$ cat config.mk
export PLATFORM = sky130hd
export DESIGN_NAME = idl_cell
export DESIGN_NICKNAME = d
export VERILOG_FILES = /design/src/sv/idl_pkg.sv /design/src/sv/idl_cell.sv
export SDC_FILE = /design/constraint.sdc
export NUM_CORES = 1
export LEC_CHECK = 0
export ABC_AREA = 1
export BUFFER_PORTS_ARGS = -buffer_cell sky130_fd_sc_hd__buf_2
export CAP_MARGIN = 20
export CORE_ASPECT_RATIO = 0.7
export CORE_MARGIN = 2
export CORE_UTILIZATION = 44
export DETAILED_ROUTE_END_ITERATION = 7
export PLACE_DENSITY = 0.81
export SYNTH_ARGS = -nofsm -noshare
export SYNTH_HDL_FRONTEND = slang
export SYNTH_SLANG_ARGS = --single-unit
export TNS_END_PERCENT = 50
$ cat constraint.sdc
create_clock -name clk -period 4.7 [get_ports clk]
set_clock_uncertainty 0.15 [all_clocks]
set_input_delay 0.47 -clock clk [delete_from_list [all_inputs] [get_ports clk]]
set_output_delay 0.47 -clock clk [all_outputs]
set_load 0.01 [all_outputs]
$ cat src/sv/idl_pkg.sv
package idl_pkg;

	// Fixed field widths of the request and result transactions.
	localparam int POS_W  = 6;
	localparam int DATA_W = 32;
	localparam int LEN_W  = 7;

	// Request kinds.
	localparam logic [2:0] KIND_PUSH_BACK  = 3'd0;
	localparam logic [2:0] KIND_POP_BACK   = 3'd1;
	localparam logic [2:0] KIND_PUSH_FRONT = 3'd2;
	localparam logic [2:0] KIND_POP_FRONT  = 3'd3;
	localparam logic [2:0] KIND_REPLACE    = 3'd4;
	localparam logic [2:0] KIND_INSERT     = 3'd5;
	localparam logic [2:0] KIND_DELETE     = 3'd6;
	localparam logic [2:0] KIND_SORT       = 3'd7;

	// Result status codes.
	localparam logic [1:0] STAT_OK    = 2'd0;
	localparam logic [1:0] STAT_EMPTY = 2'd1;
	localparam logic [1:0] STAT_FULL  = 2'd2;
	localparam logic [1:0] STAT_RANGE = 2'd3;

	// Commands broadcast to every cell of the chain.
	localparam logic [2:0] CMD_NONE   = 3'd0;
	localparam logic [2:0] CMD_INSERT = 3'd1;
	localparam logic [2:0] CMD_REMOVE = 3'd2;
	localparam logic [2:0] CMD_WRITE  = 3'd3;
	localparam logic [2:0] CMD_SORT   = 3'd4;

	// Control bundle shared by all cells in a cycle.
	typedef struct packed {
		logic [2:0]               cmd;
		logic                     phase;
		logic signed [DATA_W-1:0] value;
	} cell_ctl_t;

endpackage

$ cat src/sv/idl_cell.sv
module idl_cell #(
	parameter int CAPACITY = 64,
	parameter int INDEX    = 0
) (
	input  logic                             clk,
	input  idl_pkg::cell_ctl_t               ctl,
	input  logic [$clog2(CAPACITY+1)-1:0]    pos,
	input  logic [$clog2(CAPACITY+1)-1:0]    count,
	input  logic signed [idl_pkg::DATA_W-1:0] left_val,
	input  logic signed [idl_pkg::DATA_W-1:0] right_val,
	input  logic                             right_lt_left,
	output logic signed [idl_pkg::DATA_W-1:0] val,
	output logic                             lt_left
);

	localparam int CNT_W = $clog2(CAPACITY + 1);
	localparam logic [CNT_W-1:0] IDX    = CNT_W'(INDEX);
	localparam logic [CNT_W-1:0] IDX_P1 = CNT_W'(INDEX + 1);
	localparam logic             IDX_ODD = 1'(INDEX % 2);
	localparam logic             HAS_LEFT = (INDEX != 0);

	logic signed [idl_pkg::DATA_W-1:0] val_q;
	logic signed [idl_pkg::DATA_W-1:0] val_nxt;
	logic                              take_left;
	logic                              take_right;

	assign val     = val_q;
	assign lt_left = (val_q < left_val);

	// Compare-exchange with a neighbor during an odd-even sort phase. The pair
	// below this cell is active when its lower index matches the phase, the
	// pair above when this index matches; only pairs inside the list count.
	always_comb begin
		take_left  = HAS_LEFT && (IDX_ODD != ctl.phase) && (IDX < count) && lt_left;
		take_right = (IDX_ODD == ctl.phase) && (IDX_P1 < count) && right_lt_left;
	end

	// Next value of the cell for the broadcast command.
	always_comb begin
		val_nxt = val_q;
		case (ctl.cmd)
			idl_pkg::CMD_INSERT: begin
				if (IDX > pos) begin
					val_nxt = left_val;
				end else if (IDX == pos) begin
					val_nxt = ctl.value;
				end
			end
			idl_pkg::CMD_REMOVE: begin
				if (IDX >= pos) begin
					val_nxt = right_val;
				end
			end
			idl_pkg::CMD_WRITE: begin
				if (IDX == pos) begin
					val_nxt = ctl.value;
				end
			end
			idl_pkg::CMD_SORT: begin
				if (take_left) begin
					val_nxt = left_val;
				end else if (take_right) begin
					val_nxt = right_val;
				end
			end
			default: begin
				val_nxt = val_q;
			end
		endcase
	end

	// Element storage needs no reset: only written entries are ever read.
	always_ff @(posedge clk) begin
		val_q <= val_nxt;
	end

endmodule
Word level (Yosys, flattened, before mapping). Cells that the tools add are included.

Register bits: 32.

Magnitude comparators: 4. Equality and inequality tests: 6. Muxes and demuxes: 5. Bitwise operators: 1. Reductions and logical operators: 5.

Operators by type and width (number): $mux W32 (4); $pmux W32 S4 (1); $lt A32 B32 Y1 (1); $ge A1 B7 Y1 const A (1); $gt A1 B7 Y1 const A (1); $logic_not A7 Y1 (1); $lt A1 B7 Y1 const A (1); $eq A3 B2 Y1 const B (2); $ne A2 B2 Y1 const B (2); $reduce_bool A4 Y1 (1); $eq A3 B1 Y1 const B (1); $eq A3 B3 Y1 const B (1); $reduce_and A3 Y1 (1); $logic_and A1 B1 Y1 (2); $not A1 Y1 (1).

Longest topological paths before layout.
Word-level depth: 5. Depth in mapped cells: 14.

Worst setup path before layout. No wires, ideal clock.

Path kind: input to register. Start: input port ctl[34] in the netlist's numbering. End: register val_q, in the netlist val[0] (enable). Library setup time: 0.472 ns. Data arrival time: 3.145 ns. Required time: 4.078 ns. Slack: 0.933 ns. Stages: 3. Path through: inv_1 > nand2_1 > o32ai_1.

Longest elaborated chain between the ends: 3.

Ends and longest elaborated chain: start, declared (RTL line idl_cell.sv:6) `input idl_pkg::cell_ctl_t ctl,`; $eq A3 B3 Y1 (tied with other cells) (RTL line idl_cell.sv:41) `case (ctl.cmd)`; $reduce_bool A4 Y1 (no source line) / $ne A2 B2 Y1 (equally long branches); $reduce_and A3 Y1 (no source line) *; end signal, assigned (RTL line idl_cell.sv:74) `val_q <= val_nxt;`; end, declared (RTL line idl_cell.sv:22) `logic signed [idl_pkg::DATA_W-1:0] val_q;`.

Mark *: on every way between the ends. The rest lies on a longest branch, timed or not. A chain may end at the register's enable or synchronous reset.

Worst setup path after layout.
Start: input port pos[4]. End: register val_q, in the netlist val[29] (enable).

Longest elaborated chain between the ends: 3.

Ends and longest elaborated chain: start, declared (RTL line idl_cell.sv:7) `input logic [$clog2(CAPACITY+1)-1:0] pos,`; $ge A1 B7 Y1 (RTL line idl_cell.sv:50) `if (IDX >= pos) begin`; $ne A2 B2 Y1 (no source line); $reduce_and A3 Y1 (no source line).

Every way passes these cells.

==> results.sh <==
export IMPL_clockRootBuffer="clkbuf_8"
export IMPL_num_rows=23
export IMPL_r2r_start="val[0]"
export IMPL_finalPower_mw=0.748
export IMPL_finalHoldViolCount=0
export IMPL_synth_compound_area_share_pct=15.3
export IMPL_dpl_worst_slack_ps=1220
export IMPL_drt_pass1_iter_count=4
export IMPL_finalSetupTns_ps=0
export IMPL_wirelength_um=7070
export IMPL_synth_cell_types=23
export IMPL_initial_core_util_pct=44.9
export IMPL_core_um2=5640
export IMPL_yosys_mux_area_fraction_pct=0
export IMPL_fin_crit_ps=3140
export IMPL_synth_edf_count=32
export IMPL_async_flop_share_pct=0
export IMPL_port_buffers=147
export IMPL_worstMarginPinSlew_ps=734
export IMPL_cts_tree="built"
export IMPL_clk_latency_ps=270
export IMPL_dieArea_um2=6380
export IMPL_synth_avg_cell_area_um2=7.89
export IMPL_r2r_end="val[0]"
export IMPL_vdd_drop_max_mv=0.159
export IMPL_cp_arrival_ps=2920
export IMPL_synth_ff_latch_count=32
export IMPL_met1_length_um=3170
export IMPL_nNetsFinal=612
export IMPL_clock_sinks=32
export IMPL_highest_layer="met4"
export IMPL_syn_inst=321
export IMPL_synth_most_common_cell="nor2_1"
export IMPL_crit_type="in -> reg"
export IMPL_hold_depth=3
export IMPL_synthAdderAreaFrac_pct=15.3
export IMPL_cts_resized=0
export IMPL_yosys_area_top_type="edfxtp_1"
export IMPL_chipWidth_um=94.7
export IMPL_r2r_cells=4
export IMPL_wl_met2_um=3260
export IMPL_maxCapViolCount=0
export IMPL_grt_usage_pct=22.0
export IMPL_hold_class="in -> reg"
export IMPL_n_antenna_cell=0
export IMPL_synthSimpleGateAreaFrac_pct=22.6
export IMPL_gp_congestion=0.781
export IMPL_syn_area_um2=2530
export IMPL_synth_ff_type="edfxtp_1"
export IMPL_ff2ff_setup_slack_ps=3550
export IMPL_setup_viol=0
export IMPL_rsz0062_at_grt="no"
export IMPL_crit_path_end_kind="flip-flop"
export IMPL_hold_path_end="val[15]"
export IMPL_status="finished, final reports clean"
export IMPL_ioPinCount=149
export IMPL_max_freq_mhz=318
export IMPL_antenna_found_initial=0
export IMPL_clk_pin_slew_ps=70
export IMPL_cts_buffers=5
export IMPL_power_density_nw_per_um2=219
export IMPL_grt_pass1_vias=2405
export IMPL_area_growth_pct=34.8
export IMPL_cts_htree_levels=2
export IMPL_dieHeight_um=67.5
export IMPL_yosys_warnings=0
export IMPL_largest_reg_flops=32
export IMPL_holdCritStartpoint="right_val[15]"
export IMPL_period_share_pct=66.8
export IMPL_slew_viol_final=0
export IMPL_layout_drive_gt1_share_pct=33.9
export IMPL_gr_total_overflow=0
export IMPL_crit_path_start_kind="input pin"
export IMPL_hold_buffers=0
export IMPL_synthTopCellsByArea="edfxtp_1, ha_1, nor2_1"
export IMPL_yosys_top_cells_count="nor2_1, nand2_1, inv_1, edfxtp_1"
export IMPL_first_iter_violations=155
export IMPL_syn_nets=468
export IMPL_synthXorXnorAreaFrac_pct=0
export IMPL_setup_ws_ps=1560
export IMPL_synth_top_family_by_area="simple AND/OR/NAND/NOR gates"
export IMPL_vias=2663
export IMPL_wl_met3_um=590
export IMPL_required_ps=4480
export IMPL_dpl_hpwl_um=5540
export IMPL_relSlewSlack_pct=51.0
export IMPL_crit_fanout=34
export IMPL_seq_area_frac_synth_pct=38.0
export IMPL_drc=0
export IMPL_grt_max_degree=35
export IMPL_avgRoutedWirePerCell_um=13.1
export IMPL_p_leak_nw=1.78
export IMPL_post_cts_setup_buffers=0
export IMPL_ant_nets=0
export IMPL_synth_top_area_share_pct=38.0
export IMPL_grt_pass1_wl_um=10700
export IMPL_vias_per_cell=4.92
export IMPL_clk_path_buf_depth=2
-- power by group --
| part | switching (mW) | internal (mW) | leakage (nW) |
|---|---|---|---|
| Clock | 0.0942 | 0.103 | 0.0399 |
| Combinational | 0.102 | 0.0929 | 1.43 |
| Sequential | 0.0160 | 0.340 | 0.304 |
-- area by class of cell --
type / instances / area (um2)
sequential: 32 / 961
fill: 528 / 2230
clock inverter: 1 / 3.75
timing repair buffer: 149 / 751
tap: 75 / 93.8
inverter: 42 / 158
clock buffer: 7 / 76.3
multi-input combinational: 235 / 1370
-- critical path, cell delays in order --
cell	delay (ps)
buf_2	90
nor3_1	220
nand3_2	610
inv_2	750
a21oi_1	210
o32ai_4	130
buf_4	420
-- stage by stage --
step / hold slack (ps) / instance area [um2] / cells / utilization (%)
after CTS: 312 / 3410 / 541 / 60.5
after floorplan: 510 / 2530 / 321 / -
after detailed placement: 540 / 3330 / 533 / 59.1
after global routing: 320 / 3410 / 541 / 60.5
final: 322 / 3410 / 541 / 60.5
after global placement: 538 / 3330 / 533 / 59.1
-- per-layer routing --
layer	global-route usage, %	up-vias
li1	-	1368
met1	26.8	1174
met3	4.91	6
met5	0	-
met4	4.89	0
met2	40.3	115
-- cell usage in the layout (no fill, tap or decap) --
cell,Yosys,routed
o211ai_1,1,1
clkinv_1,0,1
clkbuf_8,0,5
o31ai_1,31,31
clkbuf_1,3,2
a21oi_4,1,1
inv_1,41,41
nor3_1,3,3
nor2_1,73,73
or2_1,1,1
buf_4,3,2
o32ai_4,0,1
buf_2,6,147
o21ai_1,1,1
a21oi_1,17,17
nand3_2,1,1
ha_1,31,31
o21ai_0,5,5
nand3b_1,1,1
nand2_1,62,62
nand4_1,2,2
nand3_1,3,3
o21a_1,1,1
inv_2,1,1
edfxtp_1,32,32
-- how the worst max path moves through the flow --
stage                         end  depth (start not counted)  slack [ps]     from
after floorplan            val[0]                          3         930  ctl[34]
after global placement    val[13]                          7        1330   pos[4]
after detailed placement  val[28]                          7        1220   pos[4]
after CTS                 val[27]                          7        1520   pos[4]
after global routing      val[20]                          7        1290   pos[4]
final                     val[29]                          7        1560   pos[4]
-- kinds of logic after synthesis --
group,count (synthesis)
AND/OR/NAND/NOR,146
AO/OA/AOI/OAI,58
buffers and inverters,54
flip-flops,32
adder cells (fa/ha/maj),31
Power figures use the tool's default switching activity.
